==> src/design/cpss_pkg.sv <==
// Shared widths, constants, types and scaling functions of the servo controller.
package cpss_pkg;

    // Field and datapath widths
    localparam int SAMPLE_W   = 10;
    localparam int DUTY_W     = 10;
    localparam int DRV_W      = 15;
    localparam int GAIN_W     = 16;
    localparam int UPOS_W     = 9;
    localparam int USPD_W     = 7;
    localparam int CFG_DATA_W = 16;
    localparam int CFG_IDX_W  = 3;

    localparam int SCL_W  = 20;              // unsigned scaled sample before offset
    localparam int POS_W  = 21;              // angles and setpoints, Q10.10
    localparam int SPD_W  = 17;              // measured speed, Q10.10
    localparam int ERR_W  = 25;              // speed error, Q10.10
    localparam int MA_W   = 17;              // multiplier coefficient operand
    localparam int MB_W   = 25;              // multiplier signal operand
    localparam int PROD_W = MA_W + MB_W;
    localparam int ACC_W  = PROD_W + 1;
    localparam int T_W    = 19;              // offset drive for the duty mapping
    localparam int Z_W    = 19;
    localparam int Q_W    = 11;
    localparam int R_W    = 20;

    localparam int FRAC_SH = 10;             // Q10.10 fraction bits
    localparam int RND_SH  = 12;             // Q4.12 fraction bits
    localparam int RND_HALF = 1 << (RND_SH - 1);

    // Converter scaling: full scale is 2^SAMPLE_W - 1
    localparam int ADC_SHIFT   = SAMPLE_W;
    localparam int HALF_ADC    = ((1 << SAMPLE_W) - 1) / 2;
    localparam int ANGLE_STEP  = 360;
    localparam int SPEED_STEP  = 100;
    localparam int DEG180_Q    = 184320;
    localparam int DEG360_Q    = 368640;
    localparam int SPD50_Q     = 51200;

    // Drive limits and duty mapping
    localparam int DRIVE_MAX_Q = 13926;
    localparam int DRIVE_MIN_M = 13619;      // magnitude of the negative limit
    localparam int DUTY_VSCALE = 10;
    localparam int DUTY_OFFSET = 136192;
    localparam int DUTY_DIV    = 269;        // 275456 = 269 * 1024
    localparam int RECIP_SH    = 19;
    localparam int RECIP_M     = (1 << RECIP_SH) / DUTY_DIV;
    localparam int DUTY_MAX    = (1 << DUTY_W) - 1;

    localparam logic signed [DRV_W-1:0] DRIVE_MAX_D = DRV_W'(DRIVE_MAX_Q);
    localparam logic signed [DRV_W-1:0] DRIVE_MIN_D = -(DRV_W'(DRIVE_MIN_M));

    // Register indexes
    localparam logic [CFG_IDX_W-1:0] REG_CONTROL_MODE  = CFG_IDX_W'(0);
    localparam logic [CFG_IDX_W-1:0] REG_SETPOINT_USER = CFG_IDX_W'(1);
    localparam logic [CFG_IDX_W-1:0] REG_USER_POSITION = CFG_IDX_W'(2);
    localparam logic [CFG_IDX_W-1:0] REG_USER_SPEED    = CFG_IDX_W'(3);
    localparam logic [CFG_IDX_W-1:0] REG_POSITION_GAIN = CFG_IDX_W'(4);
    localparam logic [CFG_IDX_W-1:0] REG_SPEED_A1      = CFG_IDX_W'(5);
    localparam logic [CFG_IDX_W-1:0] REG_SPEED_B0      = CFG_IDX_W'(6);
    localparam logic [CFG_IDX_W-1:0] REG_SPEED_B1      = CFG_IDX_W'(7);

    typedef struct packed {
        logic                      control_mode;
        logic                      setpoint_from_user;
        logic signed [UPOS_W-1:0]  user_position;
        logic signed [USPD_W-1:0]  user_speed;
        logic signed [GAIN_W-1:0]  position_gain;
        logic signed [GAIN_W-1:0]  speed_a1;
        logic signed [GAIN_W-1:0]  speed_b0;
        logic signed [GAIN_W-1:0]  speed_b1;
    } cfg_t;

    localparam cfg_t CFG_RESET = '{
        control_mode:       1'b0,
        setpoint_from_user: 1'b0,
        user_position:      '0,
        user_speed:         '0,
        position_gain:      GAIN_W'(2458),
        speed_a1:           GAIN_W'(4096),
        speed_b0:           GAIN_W'(304),
        speed_b1:           GAIN_W'(270)
    };

    // Datapath operations
    typedef enum logic [3:0] {
        ALU_NOP,
        ALU_SCALE,
        ALU_UNWRAP_LO,
        ALU_UNWRAP_HI,
        ALU_EDIFF,
        ALU_WRAP_LO,
        ALU_WRAP_HI,
        ALU_ERR_POS,
        ALU_ERR_SPD,
        ALU_DRIVE,
        ALU_DUTY_PREP,
        ALU_DUTY
    } alu_op_t;

    typedef enum logic [2:0] {
        MUL_NONE,
        MUL_GAIN_E,
        MUL_A1_PD,
        MUL_B0_ERR,
        MUL_B1_PE,
        MUL_RECIP
    } mul_sel_t;

    typedef enum logic [1:0] {
        ACC_HOLD,
        ACC_LOAD,
        ACC_ADD,
        ACC_SUB
    } acc_op_t;

    typedef struct packed {
        alu_op_t  alu_op;
        mul_sel_t mul_sel;
        acc_op_t  acc_op;
        logic     capture;
        logic     commit;
    } ctl_t;

    // x / 1023 for x below 1023 * 1024: (x + (x >> 10) + 1) >> 10
    function automatic logic [SCL_W-1:0] div_adc(input logic [SCL_W-1:0] x);
        return (x + (x >> ADC_SHIFT) + SCL_W'(1)) >> ADC_SHIFT;
    endfunction

    // round(adc * 360 / 1023) - 180 degrees, Q10.10
    function automatic logic signed [POS_W-1:0] scale_angle(input logic [SAMPLE_W-1:0] a);
        logic [SCL_W-1:0]      base;
        logic [SCL_W-1:0]      sum;
        logic signed [SCL_W:0] tmp;
        base = SCL_W'(a) * SCL_W'(ANGLE_STEP);
        sum  = base + div_adc(base + SCL_W'(HALF_ADC));
        tmp  = $signed({1'b0, sum}) - (SCL_W + 1)'(DEG180_Q);
        return POS_W'(tmp);
    endfunction

    // round(adc * 100 / 1023) - 50, Q10.10
    function automatic logic signed [SPD_W-1:0] scale_speed(input logic [SAMPLE_W-1:0] a);
        logic [SCL_W-1:0]      base;
        logic [SCL_W-1:0]      sum;
        logic signed [SCL_W:0] tmp;
        base = SCL_W'(a) * SCL_W'(SPEED_STEP);
        sum  = base + div_adc(base + SCL_W'(HALF_ADC));
        tmp  = $signed({1'b0, sum}) - (SCL_W + 1)'(SPD50_Q);
        return SPD_W'(tmp);
    endfunction

endpackage

==> src/design/cpss_if.sv <==
// Sample and result channel interfaces of the servo controller.
interface cpss_in_if;
    import cpss_pkg::*;
    logic                valid;
    logic                ready;
    logic [SAMPLE_W-1:0] position_sample;
    logic [SAMPLE_W-1:0] speed_sample;
    logic [SAMPLE_W-1:0] knob_sample;

    modport source (output valid, output position_sample, output speed_sample,
                    output knob_sample, input ready);
    modport sink   (input valid, input position_sample, input speed_sample,
                    input knob_sample, output ready);
endinterface

interface cpss_out_if;
    import cpss_pkg::*;
    logic                    valid;
    logic                    ready;
    logic [DUTY_W-1:0]       pwm_duty;
    logic signed [DRV_W-1:0] drive_level;

    modport source (output valid, output pwm_duty, output drive_level, input ready);
    modport sink   (input valid, input pwm_duty, input drive_level, output ready);
endinterface

==> src/design/cpss_seq.sv <==
// Microcode sequencer: step counter, control store and result valid flag.
module cpss_seq (
    input  logic           clk,
    input  logic           rst_n,
    input  logic           speed_mode,
    input  logic           in_valid,
    output logic           in_ready,
    output logic           out_valid,
    input  logic           out_ready,
    output cpss_pkg::ctl_t ctl
);
    import cpss_pkg::*;

    localparam int STEP_W = 5;

    typedef enum logic [2:0] {
        COND_NONE,
        COND_ALWAYS,
        COND_NO_INPUT,
        COND_SPEED,
        COND_OUT_BUSY
    } cond_t;

    typedef struct packed {
        alu_op_t           alu_op;
        mul_sel_t          mul_sel;
        acc_op_t           acc_op;
        cond_t             cond;
        logic [STEP_W-1:0] target;
        logic              last;
        logic              commit;
    } uword_t;

    localparam logic [STEP_W-1:0] ST_WAIT      = STEP_W'(0);
    localparam logic [STEP_W-1:0] ST_SCALE     = STEP_W'(1);
    localparam logic [STEP_W-1:0] ST_UNWRAP_LO = STEP_W'(2);
    localparam logic [STEP_W-1:0] ST_UNWRAP_HI = STEP_W'(3);
    localparam logic [STEP_W-1:0] ST_EDIFF     = STEP_W'(4);
    localparam logic [STEP_W-1:0] ST_WRAP_LO   = STEP_W'(5);
    localparam logic [STEP_W-1:0] ST_WRAP_HI   = STEP_W'(6);
    localparam logic [STEP_W-1:0] ST_MUL_GAIN  = STEP_W'(7);
    localparam logic [STEP_W-1:0] ST_ERR_POS   = STEP_W'(8);
    localparam logic [STEP_W-1:0] ST_ERR_SPD   = STEP_W'(9);
    localparam logic [STEP_W-1:0] ST_MUL_A1    = STEP_W'(10);
    localparam logic [STEP_W-1:0] ST_MUL_B0    = STEP_W'(11);
    localparam logic [STEP_W-1:0] ST_MUL_B1    = STEP_W'(12);
    localparam logic [STEP_W-1:0] ST_ACC_SUB   = STEP_W'(13);
    localparam logic [STEP_W-1:0] ST_DRIVE     = STEP_W'(14);
    localparam logic [STEP_W-1:0] ST_DUTY_PREP = STEP_W'(15);
    localparam logic [STEP_W-1:0] ST_MUL_RECIP = STEP_W'(16);
    localparam logic [STEP_W-1:0] ST_DUTY      = STEP_W'(17);
    localparam logic [STEP_W-1:0] ST_FINISH    = STEP_W'(18);

    localparam uword_t NOP_WORD = '{
        alu_op:  ALU_NOP,
        mul_sel: MUL_NONE,
        acc_op:  ACC_HOLD,
        cond:    COND_NONE,
        target:  ST_WAIT,
        last:    1'b0,
        commit:  1'b0
    };

    // Control store
    function automatic uword_t rom_word(input logic [STEP_W-1:0] s);
        uword_t w;
        w = NOP_WORD;
        unique case (s)
            ST_WAIT:      begin w.cond = COND_NO_INPUT; w.target = ST_WAIT; end
            ST_SCALE:
            begin
                w.alu_op = ALU_SCALE;
                w.cond   = COND_SPEED;
                w.target = ST_ERR_SPD;
            end
            ST_UNWRAP_LO: w.alu_op = ALU_UNWRAP_LO;
            ST_UNWRAP_HI: w.alu_op = ALU_UNWRAP_HI;
            ST_EDIFF:     w.alu_op = ALU_EDIFF;
            ST_WRAP_LO:   w.alu_op = ALU_WRAP_LO;
            ST_WRAP_HI:   w.alu_op = ALU_WRAP_HI;
            ST_MUL_GAIN:  w.mul_sel = MUL_GAIN_E;
            ST_ERR_POS:
            begin
                w.alu_op = ALU_ERR_POS;
                w.cond   = COND_ALWAYS;
                w.target = ST_MUL_A1;
            end
            ST_ERR_SPD:   w.alu_op = ALU_ERR_SPD;
            ST_MUL_A1:    w.mul_sel = MUL_A1_PD;
            ST_MUL_B0:    begin w.mul_sel = MUL_B0_ERR; w.acc_op = ACC_LOAD; end
            ST_MUL_B1:    begin w.mul_sel = MUL_B1_PE;  w.acc_op = ACC_ADD;  end
            ST_ACC_SUB:   w.acc_op = ACC_SUB;
            ST_DRIVE:     w.alu_op = ALU_DRIVE;
            ST_DUTY_PREP: w.alu_op = ALU_DUTY_PREP;
            ST_MUL_RECIP: w.mul_sel = MUL_RECIP;
            ST_DUTY:      w.alu_op = ALU_DUTY;
            ST_FINISH:
            begin
                w.cond   = COND_OUT_BUSY;
                w.target = ST_FINISH;
                w.last   = 1'b1;
                w.commit = 1'b1;
            end
            default:      begin w.cond = COND_ALWAYS; w.target = ST_WAIT; end
        endcase
        return w;
    endfunction

    logic [STEP_W-1:0] step_reg, step_next;
    logic              out_valid_reg, out_valid_next;
    uword_t            uw;
    logic              in_fire;
    logic              out_free;
    logic              take;
    logic              commit;

    assign in_ready  = (step_reg == ST_WAIT);
    assign out_valid = out_valid_reg;

    always_comb
    begin
        uw       = rom_word(step_reg);
        in_fire  = in_valid && in_ready;
        out_free = !out_valid_reg || out_ready;
        unique case (uw.cond)
            COND_NONE:     take = 1'b0;
            COND_ALWAYS:   take = 1'b1;
            COND_NO_INPUT: take = !in_fire;
            COND_SPEED:    take = speed_mode;
            COND_OUT_BUSY: take = !out_free;
            default:       take = 1'b0;
        endcase
        if (take)
        begin
            step_next = uw.target;
        end
        else if (uw.last)
        begin
            step_next = ST_WAIT;
        end
        else
        begin
            step_next = step_reg + STEP_W'(1);
        end
        commit = uw.commit && out_free;
        if (commit)
        begin
            out_valid_next = 1'b1;
        end
        else if (out_ready)
        begin
            out_valid_next = 1'b0;
        end
        else
        begin
            out_valid_next = out_valid_reg;
        end
    end

    assign ctl = '{
        alu_op:  uw.alu_op,
        mul_sel: uw.mul_sel,
        acc_op:  uw.acc_op,
        capture: in_fire,
        commit:  commit
    };

    always_ff @(posedge clk or negedge rst_n)
    begin
        if (!rst_n)
        begin
            step_reg      <= ST_WAIT;
            out_valid_reg <= 1'b0;
        end
        else
        begin
            step_reg      <= step_next;
            out_valid_reg <= out_valid_next;
        end
    end

endmodule

==> src/design/cpss_dp.sv <==
// Datapath: scalers, shared multiplier, accumulator, ALU and loop state.
module cpss_dp (
    input  logic                              clk,
    input  logic                              rst_n,
    input  cpss_pkg::ctl_t                    ctl,
    input  cpss_pkg::cfg_t                    cfg,
    input  logic [cpss_pkg::SAMPLE_W-1:0]     position_sample,
    input  logic [cpss_pkg::SAMPLE_W-1:0]     speed_sample,
    input  logic [cpss_pkg::SAMPLE_W-1:0]     knob_sample,
    output logic [cpss_pkg::DUTY_W-1:0]       pwm_duty,
    output logic signed [cpss_pkg::DRV_W-1:0] drive_level
);
    import cpss_pkg::*;

    localparam logic signed [POS_W:0]   DEG180_X = (POS_W + 1)'(DEG180_Q);
    localparam logic signed [POS_W-1:0] DEG180_P = POS_W'(DEG180_Q);
    localparam logic signed [POS_W-1:0] DEG360_P = POS_W'(DEG360_Q);
    localparam logic signed [ACC_W-1:0] DRV_MAX_A = ACC_W'(DRIVE_MAX_Q);
    localparam logic signed [ACC_W-1:0] DRV_MIN_A = -(ACC_W'(DRIVE_MIN_M));

    // Captured samples
    logic [SAMPLE_W-1:0] pos_smp_reg, spd_smp_reg, knob_smp_reg;

    // Working registers
    logic signed [POS_W-1:0]  pos_reg, pos_next;
    logic signed [SPD_W-1:0]  spd_reg, spd_next;
    logic signed [POS_W-1:0]  sp_reg, sp_next;
    logic signed [POS_W-1:0]  e_reg, e_next;
    logic signed [ERR_W-1:0]  err_reg, err_next;
    logic signed [PROD_W-1:0] prod_reg;
    logic signed [ACC_W-1:0]  acc_reg, acc_next;
    logic signed [DRV_W-1:0]  drive_reg, drive_next;
    logic [Z_W-1:0]           z_reg, z_next;
    logic [DUTY_W-1:0]        duty_reg, duty_next;

    // Result register and loop state
    logic [DUTY_W-1:0]        out_duty_reg;
    logic signed [DRV_W-1:0]  out_drive_reg;
    logic signed [DRV_W-1:0]  prev_drive_reg;
    logic signed [ERR_W-1:0]  prev_err_reg;
    logic signed [POS_W-1:0]  prev_pos_reg;

    logic signed [MA_W-1:0]   mul_a;
    logic signed [MB_W-1:0]   mul_b;

    logic signed [POS_W:0]    pos_diff;
    logic signed [POS_W:0]    e_full;
    logic signed [POS_W-1:0]  user_pos_q;
    logic signed [POS_W-1:0]  user_spd_q;
    logic signed [POS_W-1:0]  setpoint;
    logic signed [PROD_W-1:0] prod_rnd;
    logic signed [PROD_W-1:0] prod_shr;
    logic signed [ERR_W-1:0]  spd_ext;
    logic signed [ACC_W-1:0]  prod_ext;
    logic signed [ACC_W-1:0]  acc_rnd;
    logic signed [ACC_W-1:0]  acc_shr;
    logic signed [T_W:0]      t_s;
    logic [T_W-1:0]           t_u;
    logic [T_W+FRAC_SH-1:0]   t_scaled;
    logic [Q_W-1:0]           q_est;
    logic [Q_W-1:0]           q_fix;
    logic [R_W-1:0]           q_prod;
    logic [R_W-1:0]           rem;

    assign pwm_duty    = out_duty_reg;
    assign drive_level = out_drive_reg;

    // Setpoints in Q10.10; the user position is negated
    assign user_pos_q = -{{(POS_W - UPOS_W - FRAC_SH){cfg.user_position[UPOS_W-1]}},
                          cfg.user_position, {FRAC_SH{1'b0}}};
    assign user_spd_q = {{(POS_W - USPD_W - FRAC_SH){cfg.user_speed[USPD_W-1]}},
                         cfg.user_speed, {FRAC_SH{1'b0}}};

    always_comb
    begin
        if (!cfg.control_mode)
        begin
            setpoint = cfg.setpoint_from_user ? user_pos_q : scale_angle(knob_smp_reg);
        end
        else if (cfg.setpoint_from_user)
        begin
            setpoint = user_spd_q;
        end
        else
        begin
            setpoint = POS_W'(scale_speed(knob_smp_reg));
        end
    end

    // Shared multiplier operand select
    always_comb
    begin
        unique case (ctl.mul_sel)
            MUL_GAIN_E:
            begin
                mul_a = MA_W'(cfg.position_gain);
                mul_b = MB_W'(e_reg);
            end
            MUL_A1_PD:
            begin
                mul_a = MA_W'(cfg.speed_a1);
                mul_b = MB_W'(prev_drive_reg);
            end
            MUL_B0_ERR:
            begin
                mul_a = MA_W'(cfg.speed_b0);
                mul_b = err_reg;
            end
            MUL_B1_PE:
            begin
                mul_a = MA_W'(cfg.speed_b1);
                mul_b = prev_err_reg;
            end
            MUL_RECIP:
            begin
                mul_a = MA_W'(RECIP_M);
                mul_b = $signed({{(MB_W - Z_W){1'b0}}, z_reg});
            end
            default:
            begin
                mul_a = '0;
                mul_b = '0;
            end
        endcase
    end

    // ALU
    always_comb
    begin
        pos_diff = (POS_W + 1)'(pos_reg) - (POS_W + 1)'(prev_pos_reg);
        e_full   = (POS_W + 1)'(sp_reg) - (POS_W + 1)'(pos_reg);
        prod_rnd = prod_reg + PROD_W'(RND_HALF);
        prod_shr = prod_rnd >>> RND_SH;
        spd_ext  = ERR_W'(spd_reg);
        acc_rnd  = acc_reg + ACC_W'(RND_HALF);
        acc_shr  = acc_rnd >>> RND_SH;
        t_s      = (T_W + 1)'(drive_reg) * (T_W + 1)'(DUTY_VSCALE)
                   + (T_W + 1)'(DUTY_OFFSET);
        t_u      = t_s[T_W-1:0];
        t_scaled = {t_u, {FRAC_SH{1'b0}}} - (T_W + FRAC_SH)'(t_u);
        q_est    = prod_reg[RECIP_SH+Q_W-1:RECIP_SH];
        q_prod   = R_W'(q_est) * R_W'(DUTY_DIV);
        rem      = R_W'(z_reg) - q_prod;
        q_fix    = (rem >= R_W'(DUTY_DIV)) ? q_est + Q_W'(1) : q_est;

        pos_next   = pos_reg;
        spd_next   = spd_reg;
        sp_next    = sp_reg;
        e_next     = e_reg;
        err_next   = err_reg;
        drive_next = drive_reg;
        z_next     = z_reg;
        duty_next  = duty_reg;

        unique case (ctl.alu_op)
            ALU_NOP: ;
            ALU_SCALE:
            begin
                pos_next = scale_angle(pos_smp_reg);
                spd_next = scale_speed(spd_smp_reg);
                sp_next  = setpoint;
            end
            ALU_UNWRAP_LO:
            begin
                if (pos_diff < -DEG180_X)
                begin
                    pos_next = pos_reg + DEG360_P;
                end
            end
            ALU_UNWRAP_HI:
            begin
                if (pos_diff > DEG180_X)
                begin
                    pos_next = pos_reg - DEG360_P;
                end
            end
            ALU_EDIFF:     e_next = e_full[POS_W-1:0];
            ALU_WRAP_LO:
            begin
                if (e_reg < -DEG180_P)
                begin
                    e_next = e_reg + DEG360_P;
                end
            end
            ALU_WRAP_HI:
            begin
                if (e_reg > DEG180_P)
                begin
                    e_next = e_reg - DEG360_P;
                end
            end
            ALU_ERR_POS:   err_next = ERR_W'(prod_shr) - spd_ext;
            ALU_ERR_SPD:   err_next = ERR_W'(sp_reg) - spd_ext;
            ALU_DRIVE:
            begin
                if (acc_shr > DRV_MAX_A)
                begin
                    drive_next = DRIVE_MAX_D;
                end
                else if (acc_shr < DRV_MIN_A)
                begin
                    drive_next = DRIVE_MIN_D;
                end
                else
                begin
                    drive_next = DRV_W'(acc_shr);
                end
            end
            // floor(t * 1023 / 1024), then divided by 269 through the multiplier
            ALU_DUTY_PREP: z_next = t_scaled[T_W+FRAC_SH-1:FRAC_SH];
            ALU_DUTY:
            begin
                duty_next = (q_fix > Q_W'(DUTY_MAX)) ? DUTY_W'(DUTY_MAX)
                                                     : q_fix[DUTY_W-1:0];
            end
            default: ;
        endcase

        prod_ext = ACC_W'(prod_reg);
        unique case (ctl.acc_op)
            ACC_HOLD: acc_next = acc_reg;
            ACC_LOAD: acc_next = prod_ext;
            ACC_ADD:  acc_next = acc_reg + prod_ext;
            ACC_SUB:  acc_next = acc_reg - prod_ext;
            default:  acc_next = acc_reg;
        endcase
    end

    // Payload registers
    always_ff @(posedge clk)
    begin
        if (ctl.capture)
        begin
            pos_smp_reg  <= position_sample;
            spd_smp_reg  <= speed_sample;
            knob_smp_reg <= knob_sample;
        end
        if (ctl.mul_sel != MUL_NONE)
        begin
            prod_reg <= mul_a * mul_b;
        end
        if (ctl.commit)
        begin
            out_duty_reg  <= duty_reg;
            out_drive_reg <= drive_reg;
        end
        pos_reg   <= pos_next;
        spd_reg   <= spd_next;
        sp_reg    <= sp_next;
        e_reg     <= e_next;
        err_reg   <= err_next;
        acc_reg   <= acc_next;
        drive_reg <= drive_next;
        z_reg     <= z_next;
        duty_reg  <= duty_next;
    end

    // Loop state, updated as the result is committed to the output register
    always_ff @(posedge clk or negedge rst_n)
    begin
        if (!rst_n)
        begin
            prev_drive_reg <= '0;
            prev_err_reg   <= '0;
            prev_pos_reg   <= '0;
        end
        else if (ctl.commit)
        begin
            prev_drive_reg <= drive_reg;
            prev_err_reg   <= err_reg;
            prev_pos_reg   <= pos_reg;
        end
    end

endmodule

==> src/design/cascaded_position_speed_servo.sv <==
// Top level of the cascaded position and speed servo controller.
// One transfer on sample_ch carries a control tick (angle, tachometer and knob
// samples); the block answers with exactly one transfer on result_ch holding the
// PWM duty and the saturated drive voltage in Q10.10 volts. Work is done by a
// microcoded sequencer stepping one shared 17x25 multiplier and a small ALU
// along a program path that is shorter in speed mode than in position mode; a
// new tick is taken only in the wait step, once the last one is through. The
// multiplier is used five times in position mode and four in speed mode (the
// last use is the duty division), one control word each. A finished result
// sits in its own output register, so the next tick can be taken while it waits;
// the block only holds in its last step when a second result would overwrite an
// untaken one. Configuration is written through cfg_we / cfg_index / cfg_data,
// index as listed (control mode, setpoint source, user position, user speed,
// outer gain, a1, b0, b1), and should be changed only while no tick is in flight.
// Loop state (previous drive, error and angle) clears on reset.
module cascaded_position_speed_servo (
    input  logic                              clk,
    input  logic                              rst_n,
    cpss_in_if.sink                           sample_ch,
    cpss_out_if.source                        result_ch,
    input  logic                              cfg_we,
    input  logic [cpss_pkg::CFG_IDX_W-1:0]    cfg_index,
    input  logic [cpss_pkg::CFG_DATA_W-1:0]   cfg_data
);
    import cpss_pkg::*;

    cfg_t cfg_reg, cfg_next;
    ctl_t ctl;

    // Register file: field widths are taken from the low data bits
    always_comb
    begin
        cfg_next = cfg_reg;
        if (cfg_we)
        begin
            unique case (cfg_index)
                REG_CONTROL_MODE:  cfg_next.control_mode       = cfg_data[0];
                REG_SETPOINT_USER: cfg_next.setpoint_from_user = cfg_data[0];
                REG_USER_POSITION: cfg_next.user_position      = cfg_data[UPOS_W-1:0];
                REG_USER_SPEED:    cfg_next.user_speed         = cfg_data[USPD_W-1:0];
                REG_POSITION_GAIN: cfg_next.position_gain      = cfg_data[GAIN_W-1:0];
                REG_SPEED_A1:      cfg_next.speed_a1           = cfg_data[GAIN_W-1:0];
                REG_SPEED_B0:      cfg_next.speed_b0           = cfg_data[GAIN_W-1:0];
                REG_SPEED_B1:      cfg_next.speed_b1           = cfg_data[GAIN_W-1:0];
                default:           cfg_next = cfg_reg;
            endcase
        end
    end

    always_ff @(posedge clk or negedge rst_n)
    begin
        if (!rst_n)
        begin
            cfg_reg <= CFG_RESET;
        end
        else
        begin
            cfg_reg <= cfg_next;
        end
    end

    // Sequencer: owns the handshakes and the step counter
    cpss_seq u_seq (
        .clk        (clk),
        .rst_n      (rst_n),
        .speed_mode (cfg_reg.control_mode),
        .in_valid   (sample_ch.valid),
        .in_ready   (sample_ch.ready),
        .out_valid  (result_ch.valid),
        .out_ready  (result_ch.ready),
        .ctl        (ctl)
    );

    // Datapath: scaling, unwrap/wrap, gain, incremental law, clamp, duty
    cpss_dp u_dp (
        .clk             (clk),
        .rst_n           (rst_n),
        .ctl             (ctl),
        .cfg             (cfg_reg),
        .position_sample (sample_ch.position_sample),
        .speed_sample    (sample_ch.speed_sample),
        .knob_sample     (sample_ch.knob_sample),
        .pwm_duty        (result_ch.pwm_duty),
        .drive_level     (result_ch.drive_level)
    );

endmodule

==> src/flat_wrapper.sv <==
// flat-port wrapper written by rule: the top's interface ports become plain ports
module cascaded_position_speed_servo_flat import cpss_pkg::*;
  (clk, rst_n, cfg_we, cfg_index, cfg_data, sample_ch_valid, sample_ch_position_sample, sample_ch_speed_sample, sample_ch_knob_sample, sample_ch_ready, result_ch_valid, result_ch_pwm_duty, result_ch_drive_level, result_ch_ready);
  cpss_in_if sample_ch_i ();
  cpss_out_if result_ch_i ();
  input  logic clk;
  input  logic rst_n;
  input  logic cfg_we;
  input  logic [cpss_pkg::CFG_IDX_W-1:0] cfg_index;
  input  logic [cpss_pkg::CFG_DATA_W-1:0] cfg_data;
  input wire logic [$bits(sample_ch_i.valid)-1:0] sample_ch_valid;
  input wire logic [$bits(sample_ch_i.position_sample)-1:0] sample_ch_position_sample;
  input wire logic [$bits(sample_ch_i.speed_sample)-1:0] sample_ch_speed_sample;
  input wire logic [$bits(sample_ch_i.knob_sample)-1:0] sample_ch_knob_sample;
  output wire logic [$bits(sample_ch_i.ready)-1:0] sample_ch_ready;
  output wire logic [$bits(result_ch_i.valid)-1:0] result_ch_valid;
  output wire logic [$bits(result_ch_i.pwm_duty)-1:0] result_ch_pwm_duty;
  output wire logic [$bits(result_ch_i.drive_level)-1:0] result_ch_drive_level;
  input wire logic [$bits(result_ch_i.ready)-1:0] result_ch_ready;
  assign sample_ch_i.valid = sample_ch_valid;
  assign sample_ch_i.position_sample = sample_ch_position_sample;
  assign sample_ch_i.speed_sample = sample_ch_speed_sample;
  assign sample_ch_i.knob_sample = sample_ch_knob_sample;
  assign sample_ch_ready = sample_ch_i.ready;
  assign result_ch_valid = result_ch_i.valid;
  assign result_ch_pwm_duty = result_ch_i.pwm_duty;
  assign result_ch_drive_level = result_ch_i.drive_level;
  assign result_ch_i.ready = result_ch_ready;
  cascaded_position_speed_servo u_core (.clk(clk), .rst_n(rst_n), .sample_ch(sample_ch_i), .result_ch(result_ch_i), .cfg_we(cfg_we), .cfg_index(cfg_index), .cfg_data(cfg_data));
endmodule
==> config.mk <==
export PLATFORM = sky130hd
export DESIGN_NAME = cascaded_position_speed_servo_flat
export DESIGN_NICKNAME = d
export VERILOG_FILES = /design/src/design/cpss_pkg.sv /design/src/design/cpss_if.sv /design/src/design/cpss_seq.sv /design/src/design/cpss_dp.sv /design/src/design/cascaded_position_speed_servo.sv /design/src/flat_wrapper.sv
export SDC_FILE = /design/constraint.sdc
export NUM_CORES = 2
export LEC_CHECK = 0
export ABC_AREA = 1
export BUFFER_PORTS_ARGS = -buffer_cell sky130_fd_sc_hd__buf_2
export CORE_MARGIN = 2
export CORE_UTILIZATION = 60
export CTS_BUF_LIST = sky130_fd_sc_hd__clkbuf_2 sky130_fd_sc_hd__clkbuf_4 sky130_fd_sc_hd__clkbuf_8
export CTS_CLUSTER_SIZE = 25
export DETAILED_ROUTE_END_ITERATION = 10
export MAX_ROUTING_LAYER = met4
export PLACE_DENSITY_LB_ADDON = 0.25
export RECOVER_POWER = 100
export SLEW_MARGIN = 30
export SYNTH_ARGS = -nofsm -noshare
export SYNTH_HDL_FRONTEND = slang
export SYNTH_SLANG_ARGS = --single-unit
==> constraint.sdc <==
create_clock -name clk -period 7.6 [get_ports clk]
set_clock_uncertainty 0.2 [all_clocks]
set_input_delay 0.38 -clock clk [delete_from_list [all_inputs] [get_ports clk]]
set_output_delay 0.38 -clock clk [all_outputs]
set_load 0.005 [all_outputs]
==> impl_metrics.json <==
{
  "status": "finished, violations left",
  "violations": "max-capacitance violations, max-slew violations, negative setup slack",
  "wl_um": 181000,
  "grt_usage": 0.369,
  "whs_ps": 130,
  "area_growth_pct": 18.1,
  "drv_cap": 6,
  "wl_met2_um": 86500,
  "drc": 0,
  "dieArea_um2": 97700,
  "cts_tree": "built",
  "fin_crit_sh": 1.02,
  "io_pins": 81,
  "report.final.hold_viol_count": 0,
  "synth_edf_count": 289,
  "synth_seq_area_share": 0.217,
  "hp-class": "in -> reg",
  "placementRows": 113,
  "viasPerCell": 5.62,
  "synthFlopType": "edfxtp_1",
  "first_iter_violations": 4679,
  "worstSetupEndpointType": "flip-flop",
  "final_max_slew_viol_count": 284,
  "num_vias": 53724,
  "grt_setup_unrepaired": "yes",
  "start_util": 0.603,
  "grt_max_degree": 89,
  "cp_slowest_cell": "fa_1",
  "synth.distinct_cells": 73,
  "seqCellArea_um2": 12400,
  "crit_arrival_ps": 8000,
  "clkTransAtPathRegs_ps": 70,
  "worstMarginPinSlew_ps": 4990,
  "cts_sinks": 438,
  "ys_warn_count": 0,
  "report.final.setup_viol": 8,
  "cpPeakStageDelay_ps": 590,
  "top_layer": "met4",
  "wl_per_cell_um": 19.0,
  "crit_required_ps": 7860,
  "port_buffers": 80,
  "postSynth.asyncResetShare": 0.340,
  "multi_input_area_um2": 39900,
  "drive_gt1_frac": 0.143,
  "h-tree-depth": 3,
  "grt_pass1_vias": 52110,
  "cts.path.max_buffers": 3,
  "dpl.hpwl_um": 143000,
  "syn_inst": 7637,
  "chipWidth_um": 313,
  "dr.pass1.iters": 8,
  "place.gp.congestion": 1.06,
  "setup_ws_ps": -139,
  "final_util": 0.712,
  "worstSetupStartpointType": "flip-flop",
  "nNetsFinal": 9306,
  "met1Wirelength_um": 71400,
  "ys_ff_latch": 438,
  "postRouteAntennaNets": 0,
  "post-route-min-period_ps": 7740,
  "fmax_mhz": 129,
  "fillCellCount": 7550,
  "cp_common_cell": "fa_1",
  "cts_made_buffers": 82,
  "routed-wl-met3_um": 13300,
  "crit_type": "reg -> reg",
  "syn_area_per_cell_um2": 7.48,
  "maxSlewHeadroom": -2.33,
  "grt_overflow": 0,
  "die_y_um": 313,
  "antenna_found_initial": 4,
  "clockRootBuffer": "clkbuf_8",
  "core_um2": 94700,
  "critPathMaxFanout": 6,
  "grt_pass1_wl_um": 276000,
  "syn-cell-area_um2": 57100,
  "largest_register_ffs": 82,
  "clkLatencyLatePin_ps": 760
}
## logic make-up (layout without fill, tap and decap cells)
logic type / count (synthesis) / count (layout) / share of synthesized area
other: 1 / 6 / 0.0000656
muxes: 1 / 1 / 0.000175
and+or+nand+nor: 3060 / 3060 / 0.222
buffers and inverters: 1774 / 2433 / 0.119
DFF: 438 / 438 / 0.217
AOI/OAI and AO/OA: 1026 / 1026 / 0.104
adders and majority gates: 1024 / 1024 / 0.289
xor gates and xnor gates: 313 / 313 / 0.0484
## worst max-delay path: cells and delay by family (launching register included)
kind                       cells  cell delay, ps
buffers and inverters         13            1390
and+or+nand+nor                6             640
DFF                            1             410
AOI/OAI and AO/OA              6            1080
adders and majority gates      8            3580
xor gates and xnor gates       1             140
## final cells by class
class,count,area share
Clock inverter,39,0.00735
Clock buffer,114,0.0215
Multi-Input combinational cell,5426,0.591
Antenna cell,4,0.000148
Inverter,1625,0.0909
Tap cell,1265,0.0235
Sequential cell,438,0.184
Timing Repair Buffer,655,0.0815
## path summary, 6_finish.rpt
| kind | startpoint | end | slack (ps) | cells past startpoint |
|---|---|---|---|---|
| worst max-delay path | u_core.u_seq.step_reg[1]$_DFF_PN0_ | u_core.u_dp.prod_reg[34]$_DFFE_PP_ | -140 | 34 |
| worst min-delay path | sample_ch_knob_sample[3] | u_core.u_dp.knob_smp_reg[3]$_DFFE_PP_ | 130 | 2 |
| worst max register to register | u_core.u_seq.step_reg[1]$_DFF_PN0_ | u_core.u_dp.prod_reg[34]$_DFFE_PP_ | -140 | 34 |
| worst min register to register | u_core.u_dp.duty_reg[1]$_SDFFCE_PN1N_ | u_core.u_dp.pwm_duty[1]$_DFFE_PP_ | 230 | 0 |
| max in group asynchronous | rst_n | u_core.u_dp.prev_err_reg[9]$_DFFE_PN0P_ | 1600 | 4 |
| min in group asynchronous | rst_n | u_core.u_dp.prev_pos_reg[16]$_DFFE_PN0P_ | 1770 | 2 |
## per-stage QoR
step	setup TNS, ps	cells	setup slack (ps)	cell area [um^2]
2_1_floorplan	0	7638	103	57100
3_3_place_gp	-2210	9254	-227	62100
3_5_place_dp	-4110	9254	-372	62100
4_1_cts	-170	9474	-44.9	65000
5_1_grt	-4620	9566	-365	67500
6_report	-642	9566	-139	67500
## synthesized netlist by cell type (all sizes together), types with 15 or more instances
master      n  share of area
buf        67         0.0066
o2111ai    15         0.0045
fa        492           0.17
nor4       34         0.0038
ha        532           0.12
a21oi     373          0.033
o21bai     36         0.0047
a21o       19         0.0025
a22oi      18         0.0043
nand2    1867           0.12
xor2      228          0.035
a31oi      36         0.0039
nand4     106          0.012
nand3b     18         0.0024
nor3       92         0.0085
xnor2      85          0.013
dfrtp     135          0.059
o21ai     433          0.038
edfxtp    289           0.15
clkbuf     82         0.0054
nand3     314          0.028
inv      1620           0.11
nor2      581          0.039
or2        25         0.0027
## cell usage in the layout, fill, tap and decap left out, types with 216 or more instances in the layout
cell type,synthesis,routed
a21oi_1,371,330
nand2_1,1862,1802
ha_1,532,487
inv_1,1602,1551
edfxtp_1,289,289
o21ai_0,424,403
nor2_1,573,522
xor2_1,225,216
fa_1,492,473
buf_4,2,430
nand3_1,311,306
## repair_timing
action / in CTS / in global routing
pin swaps: 25 / 219
buffers inserted: 11 / 88
hold endpoints to repair: 202 / 0
gates resized for setup: 82 / 417
cloned: 1 / 3
hold buffers: 55 / 0
endpoints found under the setup margin: 25 / 56
## routing by layer
layer  GRT usage  up-vias
li1            -    25302
met1       0.465    25617
met2       0.602     2237
met3      0.0441      568
met4       0.158        0
met5           -        -
Power is not shown: default switching activity piles up to over one toggle a cycle in this logic, so the estimate is an artifact.
